$ cat config.mk
export PLATFORM = sky130hd
export DESIGN_NAME = flash_page_bitmap_allocator
export DESIGN_NICKNAME = d
export VERILOG_FILES = /design/src/rtl/fpba_pkg.sv /design/src/rtl/flash_page_bitmap_allocator.sv /design/src/rtl/fpba_front.sv /design/src/rtl/fpba_cmdq.sv /design/src/rtl/fpba_exec.sv
export VERILOG_INCLUDE_DIRS = /design/src /design/src/rtl
export SDC_FILE = /design/constraint.sdc
export NUM_CORES = 1
export LEC_CHECK = 0
export BUFFER_PORTS_ARGS = -buffer_cell sky130_fd_sc_hd__buf_4
export CORE_UTILIZATION = 55
export DETAILED_ROUTE_END_ITERATION = 16
export GPL_ROUTABILITY_DRIVEN = 0
export PLACE_DENSITY_LB_ADDON = 0.12
export SETUP_SLACK_MARGIN = 0.15
export SLEW_MARGIN = 20
export SYNTH_ARGS = -nofsm -noshare
export SYNTH_HDL_FRONTEND = slang
export SYNTH_SLANG_ARGS = --single-unit
$ cat constraint.sdc
create_clock -name clk -period 5.22 [get_ports clk]
set_input_delay 0.522 -clock clk [delete_from_list [all_inputs] [get_ports clk]]
set_output_delay 0.522 -clock clk [all_outputs]
set_load 0.01 [all_outputs]
$ cat src/rtl/flash_page_bitmap_allocator_macros.svh
// assertion macros shared by the allocator rtl
// expects clk and rst_n in the scope where a macro is used
`ifndef FLASH_PAGE_BITMAP_ALLOCATOR_MACROS_SVH
`define FLASH_PAGE_BITMAP_ALLOCATOR_MACROS_SVH

// condition holds at every edge out of reset
`define FPBA_ASSERT_HOLD(lbl, cond, msg) \
  lbl: assert property (@(posedge clk) disable iff (!rst_n) (cond)) else $error(msg);

// same-cycle implication
`define FPBA_ASSERT_IMP(lbl, ante, cons, msg) \
  lbl: assert property (@(posedge clk) disable iff (!rst_n) (ante) |-> (cons)) else $error(msg);

// next-cycle implication
`define FPBA_ASSERT_NXT(lbl, ante, cons, msg) \
  lbl: assert property (@(posedge clk) disable iff (!rst_n) (ante) |=> (cons)) else $error(msg);

`endif

$ cat src/rtl/fpba_pkg.sv
// types and constants for the flash page bitmap allocator
// no dependencies
package fpba_pkg;

  localparam int NUM_PAGES = 256;
  localparam int PAGE_W    = 9;                       // width of page and count fields
  localparam int CNT_W     = PAGE_W;
  localparam int IDX_W     = $clog2(NUM_PAGES);       // 0-based page index
  localparam int ROWS      = NUM_PAGES / 8;           // map bytes
  localparam int ROW_W     = $clog2(ROWS);
  localparam int CQ_DEPTH  = 2;
  localparam int CQ_PTR_W  = (CQ_DEPTH > 1) ? $clog2(CQ_DEPTH) : 1;
  localparam int CQ_CNT_W  = $clog2(CQ_DEPTH + 1);

  localparam logic [1:0] REQ_ALLOC   = 2'd0;
  localparam logic [1:0] REQ_RELEASE = 2'd1;
  localparam logic [1:0] REQ_MARK    = 2'd2;
  localparam logic [1:0] REQ_CLEAR   = 2'd3;

  typedef enum logic [2:0] {
    OP_ALLOC,
    OP_RELEASE,
    OP_MARK,
    OP_CLEAR,
    OP_NOP
  } op_t;

  typedef struct packed {
    op_t              op;
    logic [IDX_W-1:0] idx;
  } cmd_t;

  typedef struct packed {
    logic [1:0]        req_type;
    logic [PAGE_W-1:0] page_number;
  } in_req_t;

  typedef struct packed {
    logic [PAGE_W-1:0] granted_page;
    logic              alloc_failed;
    logic [CNT_W-1:0]  free_pages;
  } out_res_t;

endpackage

$ cat src/rtl/flash_page_bitmap_allocator.sv
// channel   dir  handshake         payload
// in_       in   in_push/in_full   in_req  (req_type, page_number)
// out_      out  out_pop/out_empty out_res (granted_page, alloc_failed, free_pages)
//
// one request is worked at a time; a queued request waits while the engine runs.
// on the way to the out_ ports, allocate passes the scan state, reading byte rows in
// order up to the first free page; release and mark pass the update state; clear-all,
// ignored pages and allocate on a full map go from idle to the result state.
// the result register frees the engine only once the previous result is popped.
// rst_n is synchronous; after reset every page is free and no clearing pass is needed.
//
// top level of the flash page bitmap allocator; depends on fpba_pkg,
// fpba_front, fpba_cmdq and fpba_exec
module flash_page_bitmap_allocator (
  input  logic               clk,
  input  logic               rst_n,
  input  logic               in_push,
  output logic               in_full,
  input  fpba_pkg::in_req_t  in_req,
  output logic               out_empty,
  input  logic               out_pop,
  output fpba_pkg::out_res_t out_res
);
  import fpba_pkg::*;

  logic cq_full;
  logic cq_push;
  logic cq_pop;
  logic cq_empty;
  cmd_t cq_in_cmd;
  cmd_t cq_head;

  fpba_front u_front (
    .in_push (in_push),
    .in_req  (in_req),
    .in_full (in_full),
    .cq_full (cq_full),
    .cq_push (cq_push),
    .cq_cmd  (cq_in_cmd)
  );

  fpba_cmdq u_cmdq (
    .clk      (clk),
    .rst_n    (rst_n),
    .push     (cq_push),
    .push_cmd (cq_in_cmd),
    .full     (cq_full),
    .pop      (cq_pop),
    .empty    (cq_empty),
    .head     (cq_head)
  );

  fpba_exec u_exec (
    .clk       (clk),
    .rst_n     (rst_n),
    .cq_empty  (cq_empty),
    .cq_cmd    (cq_head),
    .cq_pop    (cq_pop),
    .out_empty (out_empty),
    .out_pop   (out_pop),
    .out_res   (out_res)
  );

endmodule

$ cat src/rtl/fpba_front.sv
// front end: classifies requests into commands for the queue
// depends on fpba_pkg
module fpba_front (
  input  logic             in_push,
  input  fpba_pkg::in_req_t in_req,
  output logic             in_full,
  input  logic             cq_full,
  output logic             cq_push,
  output fpba_pkg::cmd_t   cq_cmd
);
  import fpba_pkg::*;

  logic             page_ok;
  logic [PAGE_W-1:0] page_m1;

  assign page_ok = (in_req.page_number != '0) &&
                   (in_req.page_number <= PAGE_W'(NUM_PAGES));
  assign page_m1 = in_req.page_number - PAGE_W'(1);

  assign in_full = cq_full;
  assign cq_push = in_push && !cq_full;

  always_comb begin
    cq_cmd.idx = page_m1[IDX_W-1:0];
    case (in_req.req_type)
      REQ_ALLOC:   cq_cmd.op = OP_ALLOC;
      REQ_RELEASE: cq_cmd.op = page_ok ? OP_RELEASE : OP_NOP;
      REQ_MARK:    cq_cmd.op = page_ok ? OP_MARK : OP_NOP;
      REQ_CLEAR:   cq_cmd.op = OP_CLEAR;
      default:     cq_cmd.op = OP_NOP;
    endcase
  end

endmodule

$ cat src/rtl/fpba_cmdq.sv
// short command queue between front end and execution engine
// depends on fpba_pkg
module fpba_cmdq (
  input  logic           clk,
  input  logic           rst_n,
  input  logic           push,
  input  fpba_pkg::cmd_t push_cmd,
  output logic           full,
  input  logic           pop,
  output logic           empty,
  output fpba_pkg::cmd_t head
);
  import fpba_pkg::*;

  cmd_t                entry_r [CQ_DEPTH];
  logic [CQ_PTR_W-1:0] wr_ptr_r;
  logic [CQ_PTR_W-1:0] rd_ptr_r;
  logic [CQ_CNT_W-1:0] cnt_r;
  logic                do_push;
  logic                do_pop;

  assign full    = (cnt_r == CQ_CNT_W'(CQ_DEPTH));
  assign empty   = (cnt_r == '0);
  assign do_push = push && !full;
  assign do_pop  = pop && !empty;
  assign head    = entry_r[rd_ptr_r];

  function automatic logic [CQ_PTR_W-1:0] ptr_inc(input logic [CQ_PTR_W-1:0] p);
    ptr_inc = (p == CQ_PTR_W'(CQ_DEPTH - 1)) ? '0 : p + CQ_PTR_W'(1);
  endfunction

  always_ff @(posedge clk) begin
    if (do_push) begin
      entry_r[wr_ptr_r] <= push_cmd;
    end
  end

  always_ff @(posedge clk) begin
    if (!rst_n) begin
      wr_ptr_r <= '0;
      rd_ptr_r <= '0;
      cnt_r    <= '0;
    end else begin
      if (do_push) begin
        wr_ptr_r <= ptr_inc(wr_ptr_r);
      end
      if (do_pop) begin
        rd_ptr_r <= ptr_inc(rd_ptr_r);
      end
      if (do_push && !do_pop) begin
        cnt_r <= cnt_r + CQ_CNT_W'(1);
      end else if (do_pop && !do_push) begin
        cnt_r <= cnt_r - CQ_CNT_W'(1);
      end
    end
  end

endmodule

$ cat src/rtl/fpba_exec.sv
// execution engine: bitmap memory, first-fit scan, free count, result register
// depends on fpba_pkg and the allocator assertion macros
`include "flash_page_bitmap_allocator_macros.svh"
module fpba_exec (
  input  logic              clk,
  input  logic              rst_n,
  input  logic              cq_empty,
  input  fpba_pkg::cmd_t    cq_cmd,
  output logic              cq_pop,
  output logic              out_empty,
  input  logic              out_pop,
  output fpba_pkg::out_res_t out_res
);
  import fpba_pkg::*;

  typedef enum logic [1:0] {
    ST_IDLE,
    ST_ACC,
    ST_SCAN,
    ST_DONE
  } state_t;

  state_t           state_r;
  cmd_t             cmd_r;
  logic [ROW_W-1:0] addr_r;
  logic [CNT_W-1:0] free_r;
  logic             res_valid_r;
  out_res_t         res_r;
  out_res_t         pend_r;

  // map memory, one byte per row; rows not written since clear read as zero
  logic [7:0]       map_mem [ROWS];
  logic [7:0]       mem_q;
  logic             rowv_q;
  logic [ROWS-1:0]  rowv_r;

  logic [ROW_W-1:0] rd_addr;
  logic             we;
  logic [ROW_W-1:0] wr_addr;
  logic [7:0]       wr_data;
  logic             clr_all;

  logic [7:0]       byte_cur;
  logic [7:0]       bit_mask;
  logic             bit_set;
  logic             has_zero;
  logic [2:0]       first_zero;
  logic [IDX_W-1:0] found_idx;
  logic             slot_free;
  logic             res_load;

  assign byte_cur  = rowv_q ? mem_q : 8'h00;
  assign bit_mask  = 8'h01 << cmd_r.idx[2:0];
  assign bit_set   = |(byte_cur & bit_mask);
  assign found_idx = {addr_r, first_zero};
  assign slot_free = !res_valid_r || out_pop;
  assign res_load  = (state_r == ST_DONE) && slot_free;
  assign cq_pop    = (state_r == ST_IDLE) && !cq_empty;
  assign clr_all   = cq_pop && (cq_cmd.op == OP_CLEAR);
  assign out_empty = !res_valid_r;
  assign out_res   = res_r;

  // lowest clear bit of the current row
  always_comb begin
    has_zero   = 1'b0;
    first_zero = '0;
    for (int b = 7; b >= 0; b--) begin
      if (!byte_cur[b]) begin
        has_zero   = 1'b1;
        first_zero = 3'(b);
      end
    end
  end

  always_comb begin
    rd_addr = addr_r;
    case (state_r)
      ST_IDLE: rd_addr = (cq_cmd.op == OP_ALLOC) ? '0 : cq_cmd.idx[IDX_W-1:3];
      ST_SCAN: rd_addr = addr_r + ROW_W'(1);
      default: rd_addr = addr_r;
    endcase
  end

  always_comb begin
    we      = 1'b0;
    wr_addr = cmd_r.idx[IDX_W-1:3];
    wr_data = byte_cur;
    case (state_r)
      ST_ACC: begin
        if (cmd_r.op == OP_RELEASE) begin
          we      = bit_set;
          wr_data = byte_cur & ~bit_mask;
        end else begin
          we      = !bit_set;
          wr_data = byte_cur | bit_mask;
        end
      end
      ST_SCAN: begin
        we      = has_zero;
        wr_addr = addr_r;
        wr_data = byte_cur | (8'h01 << first_zero);
      end
      default: we = 1'b0;
    endcase
  end

  always_ff @(posedge clk) begin
    if (we) begin
      map_mem[wr_addr] <= wr_data;
    end
    mem_q <= map_mem[rd_addr];
  end

  always_ff @(posedge clk) begin
    if (!rst_n) begin
      rowv_r <= '0;
      rowv_q <= 1'b0;
    end else begin
      rowv_q <= rowv_r[rd_addr];
      if (clr_all) begin
        rowv_r <= '0;
      end else if (we) begin
        rowv_r[wr_addr] <= 1'b1;
      end
    end
  end

  always_ff @(posedge clk) begin
    if (!rst_n) begin
      state_r     <= ST_IDLE;
      free_r      <= CNT_W'(NUM_PAGES);
      res_valid_r <= 1'b0;
    end else begin
      if (res_load) begin
        res_valid_r <= 1'b1;
      end else if (out_pop && res_valid_r) begin
        res_valid_r <= 1'b0;
      end
      case (state_r)
        ST_IDLE: begin
          if (cq_pop) begin
            cmd_r  <= cq_cmd;
            addr_r <= '0;
            case (cq_cmd.op)
              OP_ALLOC: begin
                if (free_r == '0) begin
                  pend_r  <= '{granted_page: '0, alloc_failed: 1'b1, free_pages: free_r};
                  state_r <= ST_DONE;
                end else begin
                  pend_r  <= '{granted_page: '0, alloc_failed: 1'b0, free_pages: free_r};
                  state_r <= ST_SCAN;
                end
              end
              OP_RELEASE, OP_MARK: begin
                pend_r  <= '{granted_page: '0, alloc_failed: 1'b0, free_pages: free_r};
                state_r <= ST_ACC;
              end
              OP_CLEAR: begin
                free_r  <= CNT_W'(NUM_PAGES);
                pend_r  <= '{granted_page: '0, alloc_failed: 1'b0,
                             free_pages: CNT_W'(NUM_PAGES)};
                state_r <= ST_DONE;
              end
              default: begin
                pend_r  <= '{granted_page: '0, alloc_failed: 1'b0, free_pages: free_r};
                state_r <= ST_DONE;
              end
            endcase
          end
        end
        ST_ACC: begin
          if (cmd_r.op == OP_RELEASE && bit_set) begin
            free_r            <= free_r + CNT_W'(1);
            pend_r.free_pages <= free_r + CNT_W'(1);
          end else if (cmd_r.op == OP_MARK && !bit_set) begin
            free_r            <= free_r - CNT_W'(1);
            pend_r.free_pages <= free_r - CNT_W'(1);
          end
          state_r <= ST_DONE;
        end
        ST_SCAN: begin
          if (has_zero) begin
            free_r  <= free_r - CNT_W'(1);
            pend_r  <= '{granted_page: PAGE_W'(found_idx) + PAGE_W'(1),
                         alloc_failed: 1'b0,
                         free_pages:   free_r - CNT_W'(1)};
            state_r <= ST_DONE;
          end else begin
            addr_r <= addr_r + ROW_W'(1);
          end
        end
        ST_DONE: begin
          // result transfer waits for the output register to drain
          if (res_load) begin
            res_r   <= pend_r;
            state_r <= ST_IDLE;
          end
        end
        default: state_r <= ST_IDLE;
      endcase
    end
  end

  `FPBA_ASSERT_HOLD(a_free_range, free_r <= CNT_W'(NUM_PAGES), "free count above page total")
  `FPBA_ASSERT_IMP(a_scan_has_free, state_r == ST_SCAN, free_r != '0, "scan with no free page")
  `FPBA_ASSERT_IMP(a_fail_no_grant, res_valid_r && res_r.alloc_failed, res_r.granted_page == '0, "failed allocate carries a page")
  `FPBA_ASSERT_NXT(a_clear_full, clr_all, free_r == CNT_W'(NUM_PAGES), "clear did not restore free count")

endmodule

# ---- Word level (Yosys, flattened, before mapping)
# Memory sizes are Yosys's and may differ from the RTL's. A register that Yosys moved wholly into a read port is not among the register bits.
# Cells that the tools add are included.
dict set report word_totals {
  register_bits 103
  mem_bits_rw 278
  input_bits 15
  mem_count 2
}
# memory depth width rd rd_ports_with_merged_regs write_ports line_no
set memory_table {}
lappend memory_table {u_exec.map_mem 32 8 1 1 1 fpba_exec.sv:32} ;# logic [7:0] map_mem [ROWS];
lappend memory_table {u_cmdq.entry_r 2 11 1 1 1 fpba_cmdq.sv:15} ;# cmd_t entry_r [CQ_DEPTH];
dict set report op_classes {
  addsub 9
  order_cmp 4
  n_eq_ne 18
  shift 2
  n_mux 64
  n_bitwise 7
  n_reduce_logical 40
}
# op n
set op_table {}
lappend op_table {{case mux 9 bit (3 select lines)} 2}
lappend op_table {{2-to-1 mux 9 bit} 5}
lappend op_table {{case mux 10 bit (2 select lines)} 2}
lappend op_table {{2-to-1 mux 19 bit} 2}
lappend op_table {{bitwise OR 32 bit} 1}
lappend op_table {{2-to-1 mux 3 bit} 10}
lappend op_table {{2-to-1 mux 1 bit} 22}
lappend op_table {{2-to-1 mux 5 bit} 4}
lappend op_table {{case mux 5 bit (2 select lines)} 2}
lappend op_table {{AND 8 bit} 2}
lappend op_table {{2-to-1 mux 8 bit} 2}
lappend op_table {{bitwise OR 8 bit} 2}
lappend op_table {{case mux 8 bit (2 select lines)} 1}
lappend op_table {{left shift 1 x 3 -> 8 bit (first input constant)} 2}
lappend op_table {{logical AND 1 bit} 13}
lappend op_table {{< comparator 5 x 6 -> 1 bit (second input constant)} 2}
lappend op_table {{case mux 3 bit (4 select lines)} 1}
lappend op_table {{== test 2 bit (second input constant)} 5}
lappend op_table {{2-to-1 mux 10 bit} 1}
lappend op_table {{2-to-1 mux 2 bit} 5}
lappend op_table {{AND reduction 5 bit} 2}
lappend op_table {{adder 8 x 1 -> 9 bit (second input constant)} 1}
lappend op_table {{adder 9 x 1 -> 9 bit (second input constant)} 1}
lappend op_table {{== test 3 x 2 -> 1 bit (second input constant)} 3}
lappend op_table {{other kinds (32)} 51}

# ---- Longest topological paths before layout
dict set report depth {
  ltp_word 12
  mapped_depth 13
}

# ---- Cells and area by module
# Synthesis repeated with hierarchy kept, for this count alone.
dict set report hier_totals {
  cells_unflattened 1302
  hier_area_um2 16738.6
}
# module instances cells_per_inst area_per_inst_um2
set by_module_without_submodules {}
lappend by_module_without_submodules {fpba_exec 1 1214 15507.4}
lappend by_module_without_submodules {fpba_cmdq 1 59 1023.5}
lappend by_module_without_submodules {fpba_front 1 29 207.7}

# ---- Worst setup path after synthesis
# No wires, ideal clock.
dict set report synth_timing {
  kind {register -> register}
  start {register u_exec.cmd_r[1] (netlist name)}
  end {memory u_exec.map_mem[17][0], enable pin}
  setup_time_ps 374
  t_arrival_ps 2456
  required_ps 4846
  setup_slack_ps 2390
  path_stages_with_launch 12
  path_cell_list {edfxtp_1 > buf_2 > and2_1 > a221oi_1 > o221ai_1 > and2_1 > ha_1 > nor2b_1 > o21ai_0 > nor2b_1 > nand2_1 > nor2_1}
}
dict set report synth_via {
  elab_chain_cells 8
}
# item line_no
set synth_lines {}
lappend synth_lines {{from (decl)} fpba_exec.sv:24} ;# cmd_t cmd_r;
lappend synth_lines {{from (signal assigned)} fpba_exec.sv:142} ;# cmd_r <= cq_cmd;
lappend synth_lines {{left shift 1 x 3 -> 8 bit (*)} fpba_exec.sv:53} ;# assign bit_mask = 8'h01 << cmd_r.idx[2:0];
lappend synth_lines {{AND 8 bit (*)} fpba_exec.sv:54} ;# assign bit_set = |(byte_cur & bit_mask);
lappend synth_lines {{OR reduction 8 bit (*)} fpba_exec.sv:54}
lappend synth_lines {{zero test 1 bit} fpba_exec.sv:94} ;# we = !bit_set;
lappend synth_lines {{2-to-1 mux 1 bit (*)} fpba_exec.sv:90} ;# if (cmd_r.op == OP_RELEASE) begin
lappend synth_lines {{case mux 1 bit (2 select lines) (*)} fpba_exec.sv:88} ;# case (state_r)
lappend synth_lines {{2-to-1 mux 1 bit (*)} fpba_exec.sv:108} ;# if (we) begin
lappend synth_lines {{2-to-1 mux 1 bit (not written as such) (*)} fpba_exec.sv:109} ;# map_mem[wr_addr] <= wr_data;
lappend synth_lines {{to (decl)} fpba_exec.sv:32}
# Mark *: on every way between the ends. The rest lies on a longest branch, timed or not.

# ---- Worst setup path in the final report
dict set report layout_timing {
  start {register u_exec.state_r[0]}
  end {register u_exec.mem_q[0] (read register of u_exec.map_mem)}
}
dict set report layout_via {
  elab_chain_cells 2
  elab_cells_between_ends 3
  cone_classes {eq/ne: 1; mux: 1; reduce/logical: 1}
}
# item line_no
set layout_lines {}
lappend layout_lines {{from (decl)} fpba_exec.sv:23} ;# state_t state_r;
lappend layout_lines {{from (signal assigned)} fpba_exec.sv:130} ;# state_r <= ST_IDLE;
lappend layout_lines {{from (signal assigned)} fpba_exec.sv:148} ;# state_r <= ST_DONE;
lappend layout_lines {{from (signal assigned)} fpba_exec.sv:151} ;# state_r <= ST_SCAN;
lappend layout_lines {{== test 2 bit / zero test 2 bit (equally long branches)} fpba_exec.sv:77} ;# case (state_r)
lappend layout_lines {{case mux 5 bit (2 select lines) (*)} fpba_exec.sv:77}
lappend layout_lines {{to (decl)} fpba_exec.sv:33} ;# logic [7:0] mem_q;
# Marks and branches as above.
# A chain may end at the register's enable or synchronous reset.

==> results.yml <==
clocking:
  clockBufferDepth: 3
  cts-resized-gates: 0
  clk_latency_ns: 0.54
  holdBufCountCts: 0
  root_buffer: "clkbuf_16"
  post_cts_buffers: 0
  cts_htree_levels: 2
  tritoncts.num_buffers: 41
  clkTransAtPathRegs_ns: 0.06
  clock-sinks: 390
  tritoncts: "yes"
sta:
  maxSlewHeadroom_pct: 25.9
  fin_crit_ns: 4.08
  fmax_mhz: 245
  timing.final.ws_setup_ns: 1.14
  worst_slew_pin_slew_ns: 1.11
  post-route-period-util_pct: 78.1
  setup_violations: 0
  rsz0062_at_grt: "no"
  hold_ws_ns: 0.281
  slew_violations: 0
  tns_ns: 0
  skew_ns: 0.0225
  hold_violations: 0
route:
  num_vias: 11100
  first_pass_iters: 6
  wirelength_mm: 40.6
  vias_per_cell: 6.26
  avgRoutedWirePerCell_um: 22.9
  drc: 0
  drtIter0Drc: 1269
  antenna_left: 0
die:
  die_width_um: 175
  start_util_pct: 55.8
  die_h_um: 175
  ios: 36
  rows: 63
  dieArea_um2: 30800
  core-area_um2: 29600
global_route:
  track_usage_pct: 26.9
  grt_use_met1_pct: 39.6
  grt_pass1_wl_mm: 62.6
  grt-busiest-layer: "met2"
  grt_util_met3_pct: 3.57
  grt_pass1_vias: 10500
  grt_max_degree: 78
  overflow: 0
  antenna_found_initial: 0
  use_met2_pct: 41.6
final_layout:
  final_cell_mix: "edfxtp_1 (332), nand2_1 (260), nor2_1 (76)"
  drive_gt1_share_pct: 11.0
  syn_to_final_growth_pct: 12.5
  antenna_cells: 0
  fin_area_um2: 18600
  final_common_cell: "edfxtp_1"
  nNetsFinal: 1381
power_and_ir_drop:
  powerDensity_nw_per_um2: 615
  combPwrFrac_pct: 36.7
  intPower_uw: 7070
  p_total_uw: 11400
  switching_power_uw: 4360
  cellLeakagePower_uw: 0.00647
  switching_share_pct: 38.2
  pwr-share-clk_pct: 27.4
  vdd_ir_drop_max_v: 0.000333
  power_frac_seq_pct: 35.9
logic_synthesis:
  synthFlopType: "edfxtp_1"
  synth_cell_types: 68
  syn_area_per_cell_um2: 12.5
  synthCells: 1321
  synth_nets: 1354
  synth_seq_cells: 390
  synth.cell_area_um2: 16500
  synth_edf_count: 332
  synthArstFlopShare_pct: 0
  ys_seq_area_share_pct: 67.3
  synth_warnings: 0
setup_path:
  crit_type: "flip-flop to flip-flop"
  cp-start-kind: "flip-flop"
  required_ns: 5.67
  critPathMaxFanout: 33
  arrival_ns: 4.53
  cp-end-kind: "flip-flop"
placement:
  dpl-instance-area_um2: 17100
  port_buffers: 35
  pre_cts_slack_ns: 1.25
  dp_hpwl_mm: 25.8
job:
  max_cap_violations: 0
min_path:
  hold_class: "input port to flip-flop"
outcome:
  status: "completed"
## area by class of cell
class / instances / area (µm²)
Sequential cell: 390 / 11100
Fill cell: 2337 / 11000
Multi-Input combinational cell: 831 / 4990
Clock buffer: 54 / 1150
Tap cell: 390 / 488
Timing Repair Buffer: 54 / 418
Clock inverter: 22 / 312
Inverter: 30 / 113
## registers in the layout, indices dropped and copies added (netlist names), named ones only
signal and cells:
u_exec.rowv_q 1, u_cmdq.entry_r 22, u_cmdq.rd_ptr_r 1, u_cmdq.cnt_r 2, u_exec.state_r 2, u_exec.res_valid_r 1
u_exec.out_res 19, u_exec.mem_q 8, u_exec.free_r 9, u_exec.rowv_r 32, u_exec.map_mem 256, u_exec.addr_r 5
u_exec.pend_r 19, u_exec.cmd_r 11, u_cmdq.wr_ptr_r 1
## Yosys cell counts, drive strengths merged, types with 7 or more instances
cell	number	area share (%)
nor2	79	1.9
a21oi	26	0.79
o21ai	24	0.73
a211oi	12	0.58
a21boi	12	0.55
nand2	263	6.0
o22ai	7	0.26
nand3	71	2.1
buf	45	1.5
xnor2	11	0.58
o21bai	7	0.32
mux2	9	0.61
mux2i	40	2.4
ha	18	1.4
clkbuf	25	0.58
a31oi	11	0.42
a311oi	11	0.73
a221oi	12	0.74
xor2	10	0.53
inv	30	0.68
nor2b	8	0.30
o21a	35	1.6
and2	17	0.66
nand4	45	1.8
nor3	13	0.39
nand2b	9	0.34
edfxtp	332	60
a32oi	18	0.95
a32o	9	0.55
dfxtp	58	7.0
o31ai	7	0.32
## worst paths after layout
path	start	endpoint	slack (ns)	depth (start not counted)
worst max-delay path	u_exec.state_r[0]	u_exec.mem_q[0]	1.14	10
worst min-delay path	out_pop	u_exec.res_valid_r	0.28	4
worst max register to register	u_exec.state_r[0]	u_exec.mem_q[0]	1.14	10
worst min register to register	u_exec.pend_r[8]	u_exec.out_res[8]	0.42	0
## power groups by stage
stage	sequential (µW)	clock, µW	combinational [µW]
after floorplan	4040	0	2920
after global placement	4150	0	4080
after detailed placement	4160	0	4120
after CTS	4100	3160	4130
after global routing	4120	3280	4530
final	4100	3130	4200
## worst max-delay path, stage by stage (launching register included)
cell	delay [ns]
dfxtp_1	0.33
inv_1	0.11
ha_1	0.51
nor2_1	0.23
a22oi_1	0.72
nand2_2	0.67
buf_4	0.50
mux2i_1	0.17
a32oi_1	0.18
nand4_1	0.35
nand4_1	0.22
## per-stage QoR
stage,utilization (%),std cells
floorplan,-,1321
global placement,57.8,1695
detailed placement,57.8,1695
CTS,62.7,1771
global route,62.7,1771
finish,62.7,1771
## cell families after synthesis
group | after synthesis | synth area share, %
AND/OR/NAND/NOR | 524 | 14.4
flip-flops | 390 | 67.3
AO/OA/AOI/OAI | 218 | 9.92
buffers and inverters | 100 | 2.72
multiplexers | 50 | 3.17
XOR/XNOR | 21 | 1.11
adder cells (fa/ha/maj) | 18 | 1.36
## per-layer routing
metal  wire length, µm  up-vias  share of wire (%)
met3              3020       86                7.4
met4              1110        0                2.7
met2             18700      532                 46
met5                 0        -                  0
li1                  -     4985                  -
met1             17800     5480                 44
Note: power is estimated with default switching activity, not from simulation.
